===== src/hw/rtl/lsa_pkg.sv =====
// Types and codes for the lidar sector avoidance block.
// No dependencies; used by the RTL, the checker and the testbench.
package lsa_pkg;

   typedef enum logic [2:0] {
      CSR_MIN_VALID,
      CSR_MAX_VALID,
      CSR_SCAN_MAX,
      CSR_CLOSE,
      CSR_DANGER,
      CSR_RIGHT_END,
      CSR_FRONT_END
   } lsa_csr_type;

   typedef enum logic [1:0] {
      SEC_RIGHT,
      SEC_FRONT,
      SEC_LEFT
   } lsa_sector_type;

   typedef enum logic [1:0] {
      DRIVE_FORWARD,
      DRIVE_STOP,
      DRIVE_REVERSE
   } lsa_drive_type;

   localparam logic signed [1:0] TURN_RIGHT = -2'sd1;
   localparam logic signed [1:0] TURN_NONE  = 2'sd0;
   localparam logic signed [1:0] TURN_LEFT  = 2'sd1;

   localparam logic [15:0] RST_MIN_VALID = 16'd20;
   localparam logic [15:0] RST_MAX_VALID = 16'd5500;
   localparam logic [15:0] RST_SCAN_MAX  = 16'd65535;
   localparam logic [15:0] RST_CLOSE     = 16'd800;
   localparam logic [15:0] RST_DANGER    = 16'd600;
   localparam logic [9:0]  RST_RIGHT_END = 10'd242;
   localparam logic [9:0]  RST_FRONT_END = 10'd482;

   localparam logic [15:0] SECTOR_MIN_INIT = 16'hFFFF;

   typedef struct packed {
      logic [15:0] scan_max;
      logic [15:0] close;
      logic [15:0] danger;
   } lsa_thresh_type;

endpackage


===== src/hw/rtl/lsa_req_if.sv =====
// Sample channel: valid/ready handshake carrying one range word.
// No dependencies.
interface lsa_req_if;
   logic        valid;
   logic        ready;
   logic [15:0] range_mm;
   logic        not_a_number;
   logic        last_sample;

   modport source (output valid, range_mm, not_a_number, last_sample, input ready);
   modport sink   (input valid, range_mm, not_a_number, last_sample, output ready);
endinterface


===== src/hw/rtl/lsa_rsp_if.sv =====
// Result channel: valid/ready handshake carrying one decision word.
// No dependencies.
interface lsa_rsp_if;
   logic               valid;
   logic               ready;
   logic [1:0]         drive_mode;
   logic signed [1:0]  turn_dir;
   logic [15:0]        front_min_mm;
   logic [15:0]        left_min_mm;
   logic [15:0]        right_min_mm;

   modport source (output valid, drive_mode, turn_dir, front_min_mm, left_min_mm,
                   right_min_mm, input ready);
   modport sink   (input valid, drive_mode, turn_dir, front_min_mm, left_min_mm,
                   right_min_mm, output ready);
endinterface


===== src/hw/rtl/lsa_decide.sv =====
// Two-stage decision pipe: clamps minima, forms average thresholds, picks mode and turn.
// Depends on lsa_pkg and lsa_rsp_if.
module lsa_decide #(
   parameter int CNT_W = 11,
   localparam int TOT_W = 16 + CNT_W
) (
   input  logic                    clock,
   input  logic                    reset,
   input  lsa_pkg::lsa_thresh_type thresh,
   input  logic                    snap_valid,
   output logic                    snap_ready,
   input  logic [TOT_W-1:0]        total_l,
   input  logic [TOT_W-1:0]        total_r,
   input  logic [CNT_W-1:0]        cnt_l,
   input  logic [CNT_W-1:0]        cnt_r,
   input  logic [15:0]             min_f,
   input  logic [15:0]             min_l,
   input  logic [15:0]             min_r,
   lsa_rsp_if.source               rsp
);

   logic             prod_valid_ff, prod_valid_in;
   logic [15:0]      fmin_ff, lmin_ff, rmin_ff;
   logic [TOT_W-1:0] tot_l_ff, tot_r_ff, prod_l_ff, prod_r_ff;
   logic [15:0]      fmin_in, lmin_in, rmin_in;
   logic [TOT_W-1:0] prod_l_in, prod_r_in;
   logic [CNT_W-1:0] cnt1_l, cnt1_r;
   logic             prod_ready, out_ready;

   logic              rsp_valid_ff, rsp_valid_in;
   logic [1:0]        mode_ff, mode_in;
   logic signed [1:0] turn_ff, turn_in;
   logic [15:0]       rsp_f_ff, rsp_l_ff, rsp_r_ff;
   logic              below_l, below_r;

   assign out_ready  = !rsp_valid_ff || rsp.ready;
   assign prod_ready = !prod_valid_ff || out_ready;
   assign snap_ready = prod_ready;

   always_comb begin
      fmin_in   = (min_f < thresh.scan_max) ? min_f : thresh.scan_max;
      lmin_in   = (min_l < thresh.scan_max) ? min_l : thresh.scan_max;
      rmin_in   = (min_r < thresh.scan_max) ? min_r : thresh.scan_max;
      cnt1_l    = (cnt_l == '0) ? CNT_W'(1) : cnt_l;
      cnt1_r    = (cnt_r == '0) ? CNT_W'(1) : cnt_r;
      prod_l_in = TOT_W'(thresh.close) * TOT_W'(cnt1_l);
      prod_r_in = TOT_W'(thresh.close) * TOT_W'(cnt1_r);
      prod_valid_in = prod_ready ? snap_valid : prod_valid_ff;
   end

   always_comb begin
      below_l = tot_l_ff < prod_l_ff;
      below_r = tot_r_ff < prod_r_ff;
      turn_in = lsa_pkg::TURN_NONE;
      priority if (fmin_ff < thresh.danger) begin
         mode_in = lsa_pkg::DRIVE_REVERSE;
      end else if (fmin_ff < thresh.close) begin
         mode_in = lsa_pkg::DRIVE_STOP;
      end else begin
         mode_in = lsa_pkg::DRIVE_FORWARD;
      end
      if (mode_in != lsa_pkg::DRIVE_FORWARD) begin
         turn_in = (rmin_ff > lmin_ff) ? lsa_pkg::TURN_RIGHT : lsa_pkg::TURN_LEFT;
      end else begin
         unique case ({below_l, below_r})
            2'b10:   turn_in = lsa_pkg::TURN_RIGHT;
            2'b01:   turn_in = lsa_pkg::TURN_LEFT;
            default: turn_in = lsa_pkg::TURN_NONE;
         endcase
      end
      rsp_valid_in = out_ready ? prod_valid_ff : rsp_valid_ff;
   end

   always_ff @(posedge clock) begin
      if (reset) begin
         prod_valid_ff <= 1'b0;
         rsp_valid_ff  <= 1'b0;
      end else begin
         prod_valid_ff <= prod_valid_in;
         rsp_valid_ff  <= rsp_valid_in;
      end
      if (prod_ready && snap_valid) begin
         fmin_ff   <= fmin_in;
         lmin_ff   <= lmin_in;
         rmin_ff   <= rmin_in;
         tot_l_ff  <= total_l;
         tot_r_ff  <= total_r;
         prod_l_ff <= prod_l_in;
         prod_r_ff <= prod_r_in;
      end
      if (out_ready && prod_valid_ff) begin
         mode_ff  <= mode_in;
         turn_ff  <= turn_in;
         rsp_f_ff <= fmin_ff;
         rsp_l_ff <= lmin_ff;
         rsp_r_ff <= rmin_ff;
      end
   end

   assign rsp.valid        = rsp_valid_ff;
   assign rsp.drive_mode   = mode_ff;
   assign rsp.turn_dir     = turn_ff;
   assign rsp.front_min_mm = rsp_f_ff;
   assign rsp.left_min_mm  = rsp_l_ff;
   assign rsp.right_min_mm = rsp_r_ff;

endmodule


===== src/hw/rtl/lidar_sector_avoidance.sv =====
// Lidar sector avoidance: accumulates right/front/left sector totals, counts and minima.
// Takes one sample word per cycle unless stalled; the result word for a scan is registered
// through the snapshot, one multiply stage and one decision stage after its last sample.
// Throughput one sample per cycle, stalls only while a result backs up the decision pipe.
// Synchronous active-high reset restores the register defaults and clears the scan state.
// Depends on lsa_pkg, lsa_req_if, lsa_rsp_if and lsa_decide.
module lidar_sector_avoidance #(
   parameter int MAX_SAMPLES = 1024
) (
   input  logic        clock,
   input  logic        reset,
   lsa_req_if.sink     req_word,
   lsa_rsp_if.source   rsp_word,
   input  logic        csr_we,
   input  logic [2:0]  csr_index,
   input  logic [15:0] csr_wdata
);

   localparam int IW    = $clog2(MAX_SAMPLES + 1);
   localparam int CW    = (IW > 10) ? IW : 10;
   localparam int TOT_W = 16 + IW;

   logic [15:0] min_valid_ff, max_valid_ff, scan_max_ff, close_ff, danger_ff;
   logic [9:0]  right_end_ff, front_end_ff;

   logic [IW-1:0]    idx_ff, idx_in;
   logic [TOT_W-1:0] tot_ff [3];
   logic [TOT_W-1:0] tot_in [3];
   logic [TOT_W-1:0] tot_nx [3];
   logic [IW-1:0]    cnt_ff [3];
   logic [IW-1:0]    cnt_in [3];
   logic [IW-1:0]    cnt_nx [3];
   logic [15:0]      min_ff [3];
   logic [15:0]      min_in [3];
   logic [15:0]      min_nx [3];

   logic             snap_valid_ff, snap_valid_in, snap_ready;
   logic [TOT_W-1:0] snap_tot_l_ff, snap_tot_r_ff;
   logic [IW-1:0]    snap_cnt_l_ff, snap_cnt_r_ff;
   logic [15:0]      snap_min_f_ff, snap_min_l_ff, snap_min_r_ff;

   logic                    accept, in_scan, take;
   lsa_pkg::lsa_sector_type sel;
   lsa_pkg::lsa_thresh_type thresh;

   always_ff @(posedge clock) begin
      if (reset) begin
         min_valid_ff <= lsa_pkg::RST_MIN_VALID;
         max_valid_ff <= lsa_pkg::RST_MAX_VALID;
         scan_max_ff  <= lsa_pkg::RST_SCAN_MAX;
         close_ff     <= lsa_pkg::RST_CLOSE;
         danger_ff    <= lsa_pkg::RST_DANGER;
         right_end_ff <= lsa_pkg::RST_RIGHT_END;
         front_end_ff <= lsa_pkg::RST_FRONT_END;
      end else if (csr_we) begin
         unique case (lsa_pkg::lsa_csr_type'(csr_index))
            lsa_pkg::CSR_MIN_VALID: min_valid_ff <= csr_wdata;
            lsa_pkg::CSR_MAX_VALID: max_valid_ff <= csr_wdata;
            lsa_pkg::CSR_SCAN_MAX:  scan_max_ff  <= csr_wdata;
            lsa_pkg::CSR_CLOSE:     close_ff     <= csr_wdata;
            lsa_pkg::CSR_DANGER:    danger_ff    <= csr_wdata;
            lsa_pkg::CSR_RIGHT_END: right_end_ff <= csr_wdata[9:0];
            lsa_pkg::CSR_FRONT_END: front_end_ff <= csr_wdata[9:0];
            default: ;
         endcase
      end
   end

   assign req_word.ready = !snap_valid_ff || snap_ready;
   assign accept  = req_word.valid && req_word.ready;
   assign in_scan = idx_ff < IW'(MAX_SAMPLES);
   assign take    = in_scan && !req_word.not_a_number
                 && (req_word.range_mm >= min_valid_ff)
                 && (req_word.range_mm <= max_valid_ff);

   always_comb begin
      priority if (CW'(idx_ff) < CW'(right_end_ff)) begin
         sel = lsa_pkg::SEC_RIGHT;
      end else if (CW'(idx_ff) < CW'(front_end_ff)) begin
         sel = lsa_pkg::SEC_FRONT;
      end else begin
         sel = lsa_pkg::SEC_LEFT;
      end
   end

   always_comb begin
      tot_nx = tot_ff;
      cnt_nx = cnt_ff;
      min_nx = min_ff;
      if (take) begin
         tot_nx[sel] = tot_ff[sel] + TOT_W'(req_word.range_mm);
         cnt_nx[sel] = cnt_ff[sel] + IW'(1);
         if (req_word.range_mm < min_ff[sel]) begin
            min_nx[sel] = req_word.range_mm;
         end
      end
      idx_in = idx_ff;
      tot_in = tot_ff;
      cnt_in = cnt_ff;
      min_in = min_ff;
      if (accept) begin
         if (req_word.last_sample) begin
            idx_in = '0;
            for (int s = 0; s < 3; s++) begin
               tot_in[s] = '0;
               cnt_in[s] = '0;
               min_in[s] = lsa_pkg::SECTOR_MIN_INIT;
            end
         end else begin
            idx_in = in_scan ? idx_ff + IW'(1) : idx_ff;
            tot_in = tot_nx;
            cnt_in = cnt_nx;
            min_in = min_nx;
         end
      end
      if (accept && req_word.last_sample) begin
         snap_valid_in = 1'b1;
      end else if (snap_ready) begin
         snap_valid_in = 1'b0;
      end else begin
         snap_valid_in = snap_valid_ff;
      end
   end

   always_ff @(posedge clock) begin
      if (reset) begin
         idx_ff        <= '0;
         snap_valid_ff <= 1'b0;
         for (int s = 0; s < 3; s++) begin
            tot_ff[s] <= '0;
            cnt_ff[s] <= '0;
            min_ff[s] <= lsa_pkg::SECTOR_MIN_INIT;
         end
      end else begin
         idx_ff        <= idx_in;
         snap_valid_ff <= snap_valid_in;
         tot_ff        <= tot_in;
         cnt_ff        <= cnt_in;
         min_ff        <= min_in;
      end
      if (accept && req_word.last_sample) begin
         snap_tot_l_ff <= tot_nx[lsa_pkg::SEC_LEFT];
         snap_tot_r_ff <= tot_nx[lsa_pkg::SEC_RIGHT];
         snap_cnt_l_ff <= cnt_nx[lsa_pkg::SEC_LEFT];
         snap_cnt_r_ff <= cnt_nx[lsa_pkg::SEC_RIGHT];
         snap_min_f_ff <= min_nx[lsa_pkg::SEC_FRONT];
         snap_min_l_ff <= min_nx[lsa_pkg::SEC_LEFT];
         snap_min_r_ff <= min_nx[lsa_pkg::SEC_RIGHT];
      end
   end

   assign thresh.scan_max = scan_max_ff;
   assign thresh.close    = close_ff;
   assign thresh.danger   = danger_ff;

   lsa_decide #(
      .CNT_W (IW)
   ) u_decide (
      .clock      (clock),
      .reset      (reset),
      .thresh     (thresh),
      .snap_valid (snap_valid_ff),
      .snap_ready (snap_ready),
      .total_l    (snap_tot_l_ff),
      .total_r    (snap_tot_r_ff),
      .cnt_l      (snap_cnt_l_ff),
      .cnt_r      (snap_cnt_r_ff),
      .min_f      (snap_min_f_ff),
      .min_l      (snap_min_l_ff),
      .min_r      (snap_min_r_ff),
      .rsp        (rsp_word)
   );

endmodule


===== src/flat_wrapper.sv =====
// flat-port wrapper written by rule: the top's interface ports become plain ports
module lidar_sector_avoidance_flat 
#(
   parameter int MAX_SAMPLES = 1024
)
  (clock, reset, csr_we, csr_index, csr_wdata, req_word_valid, req_word_range_mm, req_word_not_a_number, req_word_last_sample, req_word_ready, rsp_word_valid, rsp_word_drive_mode, rsp_word_turn_dir, rsp_word_front_min_mm, rsp_word_left_min_mm, rsp_word_right_min_mm, rsp_word_ready);
  lsa_req_if req_word_i ();
  lsa_rsp_if rsp_word_i ();
  input  logic clock;
  input  logic reset;
  input  logic csr_we;
  input  logic [2:0] csr_index;
  input  logic [15:0] csr_wdata;
  input wire logic [$bits(req_word_i.valid)-1:0] req_word_valid;
  input wire logic [$bits(req_word_i.range_mm)-1:0] req_word_range_mm;
  input wire logic [$bits(req_word_i.not_a_number)-1:0] req_word_not_a_number;
  input wire logic [$bits(req_word_i.last_sample)-1:0] req_word_last_sample;
  output wire logic [$bits(req_word_i.ready)-1:0] req_word_ready;
  output wire logic [$bits(rsp_word_i.valid)-1:0] rsp_word_valid;
  output wire logic [$bits(rsp_word_i.drive_mode)-1:0] rsp_word_drive_mode;
  output wire logic [$bits(rsp_word_i.turn_dir)-1:0] rsp_word_turn_dir;
  output wire logic [$bits(rsp_word_i.front_min_mm)-1:0] rsp_word_front_min_mm;
  output wire logic [$bits(rsp_word_i.left_min_mm)-1:0] rsp_word_left_min_mm;
  output wire logic [$bits(rsp_word_i.right_min_mm)-1:0] rsp_word_right_min_mm;
  input wire logic [$bits(rsp_word_i.ready)-1:0] rsp_word_ready;
  assign req_word_i.valid = req_word_valid;
  assign req_word_i.range_mm = req_word_range_mm;
  assign req_word_i.not_a_number = req_word_not_a_number;
  assign req_word_i.last_sample = req_word_last_sample;
  assign req_word_ready = req_word_i.ready;
  assign rsp_word_valid = rsp_word_i.valid;
  assign rsp_word_drive_mode = rsp_word_i.drive_mode;
  assign rsp_word_turn_dir = rsp_word_i.turn_dir;
  assign rsp_word_front_min_mm = rsp_word_i.front_min_mm;
  assign rsp_word_left_min_mm = rsp_word_i.left_min_mm;
  assign rsp_word_right_min_mm = rsp_word_i.right_min_mm;
  assign rsp_word_i.ready = rsp_word_ready;
  lidar_sector_avoidance #(.MAX_SAMPLES(MAX_SAMPLES)) u_core (.clock(clock), .reset(reset), .req_word(req_word_i), .rsp_word(rsp_word_i), .csr_we(csr_we), .csr_index(csr_index), .csr_wdata(csr_wdata));
endmodule

===== config.mk =====
export PLATFORM = sky130hd
export DESIGN_NAME = lidar_sector_avoidance_flat
export DESIGN_NICKNAME = d
export VERILOG_FILES = /design/src/hw/rtl/lsa_pkg.sv /design/src/hw/rtl/lsa_req_if.sv /design/src/hw/rtl/lsa_rsp_if.sv /design/src/hw/rtl/lsa_decide.sv /design/src/hw/rtl/lidar_sector_avoidance.sv /design/src/flat_wrapper.sv
export SDC_FILE = /design/constraint.sdc
export NUM_CORES = 2
export LEC_CHECK = 0
export BUFFER_PORTS_ARGS = -buffer_cell sky130_fd_sc_hd__buf_2
export CAP_MARGIN = 20
export CORE_MARGIN = 2
export CORE_UTILIZATION = 60
export CTS_CLUSTER_SIZE = 10
export DETAILED_ROUTE_END_ITERATION = 10
export PLACE_DENSITY = 0.77
export SLEW_MARGIN = 15
export SYNTH_ARGS = -nofsm -noshare
export SYNTH_HDL_FRONTEND = slang
export SYNTH_SLANG_ARGS = --single-unit
export TNS_END_PERCENT = 30

===== constraint.sdc =====
create_clock -name clock -period 28 [get_ports clock]
set_input_delay 1.4 -clock clock [delete_from_list [all_inputs] [get_ports clock]]
set_output_delay 1.4 -clock clock [all_outputs]
set_load 0.02 [all_outputs]

* After elaboration in Yosys (flattened, before gate mapping)
Cells that the tools add are included.
Widths: inputs -> output; s select.
** Storage, ports and cells
- Flip-flop bits (word level) :: 608
- Bits of input ports :: 42
- Output and inout bits :: 54
- Word-level logic and storage cells :: 141
** Operators by class
- Add/sub/neg operators :: 3
- $mul :: 2
- $lt $le $gt $ge :: 16
- Eq/ne operators :: 8
- Muxes and demuxes :: 41
- Bitwise gates (word level) :: 1
- Reduce and logical (&&, ||, !) cells :: 31
** Operators with widths (number)
- $mux 81 :: 2
- $mux 48 :: 3
- $lt 16x16->1 :: 6
- $mux 16 :: 6
- $bwmux 81 :: 1
- $mux 27 :: 3
- $mux 11 :: 7
- $mux 33 :: 2
- $bmux 27 s2 :: 1
- $demux 27 s2 :: 1
- $lt 27x27->1 :: 2
- $mul 16x11->27 :: 2
- $bwmux 48 :: 1
- $bwmux 33 :: 1
- $bmux 16 s2 :: 1
- $demux 16 s2 :: 1
- $add 27x16->27 :: 1
- $add 11x1->11 const B :: 2
- $bmux 11 s2 :: 1
- $demux 11 s2 :: 1
- $logic_not 11->1 :: 2
- $lt 11x10->1 :: 2
- $reduce_and 2->1 :: 9
- $ge 16x16->1 :: 1
- other kinds (19) :: 43

* Logic depth before layout (Yosys ltp)
- Depth in word-level cells :: 12
- Depth in mapped cells :: 26

* Hierarchy
A second synthesis with hierarchy kept.
** Unflattened totals
- Cell total of the unflattened synthesis :: 4167
- Area total of the unflattened synthesis :: 40702.8 um^2
** Modules (own cells, without submodules)
- lsa_decide :: instances 1, cells each 2090, area an instance 21971.1 um^2, seq. area each 6286.0 um^2
- lidar_sector_avoidance :: instances 1, cells each 2077, area an instance 18731.7 um^2, seq. area each 9208.8 um^2

* Worst setup path before layout
Ideal clock, no wire load.
- Path kind :: input -> register
- Start point :: in rsp_word_ready
- End point :: reg u_core.u_decide.fmin_ff[0], enable pin
- Setup time :: 0.910 ns
- Arrival time :: 12.737 ns
- Slack :: 14.353 ns
- Stages on the path :: 2
- Cells stage by stage :: nor2b_1 > a21boi_0
** On the way
- Longest elaborated chain between the ends :: 3
** RTL lines
- start, declared :: RTL line flat_wrapper.sv:25 : input wire logic [$bits(rsp_word_i.ready)-1:0] rsp_word_ready;
- $logic_or 1x1->1 :: RTL line lsa_decide.sv:36 : assign out_ready = !rsp_valid_ff || rsp.ready;
- $logic_or 1x1->1 :: RTL line lsa_decide.sv:37 : assign prod_ready = !prod_valid_ff || out_ready;
- $logic_and 1x1->1 :: RTL line lsa_decide.sv:82 : if (prod_ready && snap_valid) begin
- end signal, assigned :: RTL line lsa_decide.sv:83 : fmin_ff <= fmin_in;
- end, declared :: RTL line lsa_decide.sv:23 : logic [15:0] fmin_ff, lmin_ff, rmin_ff;
No other way between the ends.
A chain may end at the register's enable or synchronous reset.

* Worst setup path in the final report
- Start point :: reg u_core.close_ff[10]
- End point :: reg u_core.u_decide.prod_l_ff[26] (data pin)
** On the way
- Longest elaborated chain between the ends :: 1
** RTL lines
- start, declared :: RTL line lidar_sector_avoidance.sv:23 : logic [15:0] min_valid_ff, max_valid_ff, scan_max_ff, close_ff, danger_ff;
- start signal, assigned :: RTL line lidar_sector_avoidance.sv:51 : close_ff <= lsa_pkg::RST_CLOSE;
- start signal, assigned :: RTL line lidar_sector_avoidance.sv:60 : lsa_pkg::CSR_CLOSE: close_ff <= csr_wdata;
- $mul 16x11->27 :: RTL line lsa_decide.sv:46 : prod_l_in = TOT_W'(thresh.close) * TOT_W'(cnt1_l);
- via u_core.u_decide.prod_l_in[26] :: RTL line lsa_decide.sv:26 : logic [TOT_W-1:0] prod_l_in, prod_r_in;
- end signal, assigned :: RTL line lsa_decide.sv:88 : prod_l_ff <= prod_l_in;
- end, declared :: RTL line lsa_decide.sv:24 : logic [TOT_W-1:0] tot_l_ff, tot_r_ff, prod_l_ff, prod_r_ff;
The timed path passes the listed nets, and every way through them passes these cells.

==> results.toml <==
[clock_tree]
clock_latency_ps = 640
cts-buffers-inserted = 74
path_clk_slew_ps = 70
hold_buffers = 0
cts_root_buf = "clkbuf_16"
cts_setup_buffers = 0
cts_tree = "built"
cts_max_level = 3
cts.sinks = 608
cts_resized = 0
clk_path_buf_depth = 3

[finish]
num-fill-cells = 4998
diodes = 0
drive_gt1_share_pct = 9.07
fin_area_um2 = 43500
fin_nets = 4702
area_growth_pct = 8.70

[detailed_routing]
vias_per_cell = 5.97
dr.first_iter.drc_count = 3171
drt_pass1_iterations = 8
drt_wl_total_um = 108000
ant_nets = 0
routedWlPerCell_um = 21.7
num_vias = 29727
drcViolationCount = 0

[global_route]
antenna_found_initial = 3
grt_pass1_vias = 29008
overflow = 0
grt_pass1_wl_um = 168000
grt_max_degree = 83
track_usage_pct = 31.4

[sta]
worstMarginPinSlew_ps = 1050
post-route-period-util_pct = 22.3
fin_skew_ps = 19.7
min_period_ps = 6260
max-slew-margin-rel_pct = 29.8
fmaxAchievable_mhz = 160
slew_violations = 0
setup_viol = 0
rsz0062_at_grt = "no"
timing_hold_violations_final = 0
fin_setup_tns_ps = 0

[synth]
postSynthAreaPerCell_um2 = 9.95
synth_cells = 4023
synth_compound_area_share_pct = 11.2
ys_types = 78
synthMuxAreaShare_pct = 4.19
synth_common_cells = "521 x nand2_1, 474 x inv_1, 357 x ha_1"
synth-edff-count = 332
synth_area_leaders = "edfxtp_1 25%, dfxtp_1 14%, fa_1 13%"
ys_seq_elements = 608
synth_warnings = 0
synthAdderAreaFrac_pct = 23.7
synth_ff_type = "edfxtp_1"
synthSimpleGateAreaFrac_pct = 13.9
synth_top_area_share_pct = 24.9
synth_top_family_by_area = "adder cells"
synth_seq_area_share_pct = 38.7
synth_most_common_cell = "nand2_1"
syn_area_um2 = 40000
yosysTopAreaCell = "edfxtp_1"
synthXorXnorAreaFrac_pct = 2.10
async_flop_share_pct = 0
syn_nets = 4673

[die]
boundaryPins = 96
core-area_um2 = 65900
initial_core_util_pct = 60.8
die_y_um = 262
die_area_um2 = 68800
die_w_um = 262
rows = 94

[placed_design]
hpwl_um = 77500
dpl_cell_area_um2 = 41200
port-buffer-count = 95
globalplace.congestion = 0.926

[critical_path]
critical_path_arrival_ps = 6620
critPathKind = "reg2reg"
required_ps = 28370
critPathTopFamily = "adder cells"
slowest_delay_ps = 960
endpoint_kind = "flip-flop"
crit_fanout = 22
cp-start-kind = "flip-flop"
path_buf_inv = 3
crit_top_cell = "fa_1"
crit_slowest_cell = "dfxtp_1"
cp_cell_sequence = "nand2_1 -> fa_1 -> fa_1 -> inv_1 -> fa_1 -> fa_1 -> inv_1 -> fa_1 -> inv_1 -> ha_1 -> a21o_1 -> a21oi_1 -> nor2_1 -> a211oi_1 -> a21oi_1 -> a2111oi_0 -> o21bai_1 -> a21oi_1 -> xnor2_1"

[power]
p_leak_uw = 0.0185
p_per_area_nw_per_um2 = 52.3
peakVddDrop_v = 0.0000527

[outcome]
run_status = "complete, no violations"

[min_path]
hold_path.class = "reg2reg"

[flow_run]
cap_viol_max_count = 0
[layout by cell type (no fill, tap or decap), drive strengths merged, types with 19 or more instances in the layout]
| cell type | netlist | layout |
|---|---|---|
| fa | 251 | 251 |
| buf | 33 | 130 |
| edfxtp | 332 | 332 |
| xor2 | 36 | 36 |
| a211oi | 19 | 19 |
| xnor2 | 60 | 60 |
| a31oi | 30 | 30 |
| nand2b | 30 | 30 |
| dfxtp | 276 | 276 |
| nand4 | 42 | 42 |
| clkbuf | 144 | 125 |
| mux2 | 132 | 132 |
| and2 | 194 | 194 |
| inv | 474 | 479 |
| mux2i | 19 | 19 |
| a22oi | 56 | 56 |
| nand2 | 521 | 521 |
| a21o | 77 | 77 |
| nor3 | 56 | 56 |
| o211ai | 72 | 72 |
| a21oi | 243 | 243 |
| nand3 | 29 | 29 |
| ha | 357 | 357 |
| o21a | 19 | 19 |
| nor2b | 32 | 32 |
| nor2 | 266 | 266 |
| o21ai | 102 | 102 |
[logic make-up after synthesis]
family,count (synthesis)
and+or+nand+nor,1215
AOI/OAI and AO/OA,693
buffers and inverters,652
adders and majority gates,608
DFF,608
muxes,151
xor gates and xnor gates,96
[metal layers]
| metal | GRT usage [%] | vias to the layer above | part of all wire (%) |
|---|---|---|---|
| met5 | 0 | - | 0 |
| met4 | 10.1 | 0 | 3.1 |
| met3 | 7.04 | 203 | 12 |
| met2 | 46.0 | 1394 | 43 |
| met1 | 46.2 | 14435 | 42 |
| li1 | - | 13695 | - |
[flip-flops by register name, indices dropped and copies added (netlist names), 27 cells and up]
name                       cells
u_core.u_decide.prod_r_ff     27
u_core.u_decide.tot_r_ff      27
u_core.u_decide.tot_l_ff      27
u_core.tot_ff                 81
u_core.snap_tot_l_ff          27
u_core.cnt_ff                 33
u_core.min_ff                 48
u_core.snap_tot_r_ff          27
u_core.u_decide.prod_l_ff     27
[stage by stage]
step                      instances  setup WS (ps)  power (uW)  hold WS [ps]  util (%)
after floorplan                4023          14350        1260           400         -
after global placement         4837          21830        1370           402      62.5
after detailed placement       4838          21760        1370           405      62.6
after CTS                      4974          21740        2280           418      66.0
after global routing           4976          21320        2370           421      66.1
final                          4976          21740        2280           417      66.1
[worst paths after layout]
| path | start | endpoint | slack, ps | depth (start not counted) |
|---|---|---|---|---|
| worst max-delay path | u_core.close_ff[10] | u_core.u_decide.prod_l_ff[26] | 21740 | 19 |
| worst min-delay path | u_core.snap_tot_l_ff[3] | u_core.u_decide.tot_l_ff[3] | 420 | 0 |
| worst max register to register | u_core.close_ff[10] | u_core.u_decide.prod_l_ff[26] | 21740 | 19 |
| worst min register to register | u_core.snap_tot_l_ff[3] | u_core.u_decide.tot_l_ff[3] | 420 | 0 |
[where the power goes]
| group | leakage (uW) | internal, uW | switching, uW | total [uW] |
|---|---|---|---|---|
| Sequential | 0.00511 | 972 | 19.6 | 991 |
| Clock | 0.00109 | 525 | 386 | 910 |
| Combinational | 0.0123 | 137 | 236 | 373 |
| Total | 0.0185 | 1630 | 641 | 2280 |
[cell type report]
class                   count  area, um2  share of cell area [%]
clock buffers             125       2140                    4.91
clock inverters            11        146                   0.336
inverters                 475       1790                    4.10
multi-input cells        2763      22100                    50.8
flip-flops and latches    608      15500                    35.6
well taps                 864       1080                    2.48
repair buffers            130        748                    1.72
Note: power is estimated with default switching activity, not from simulation.
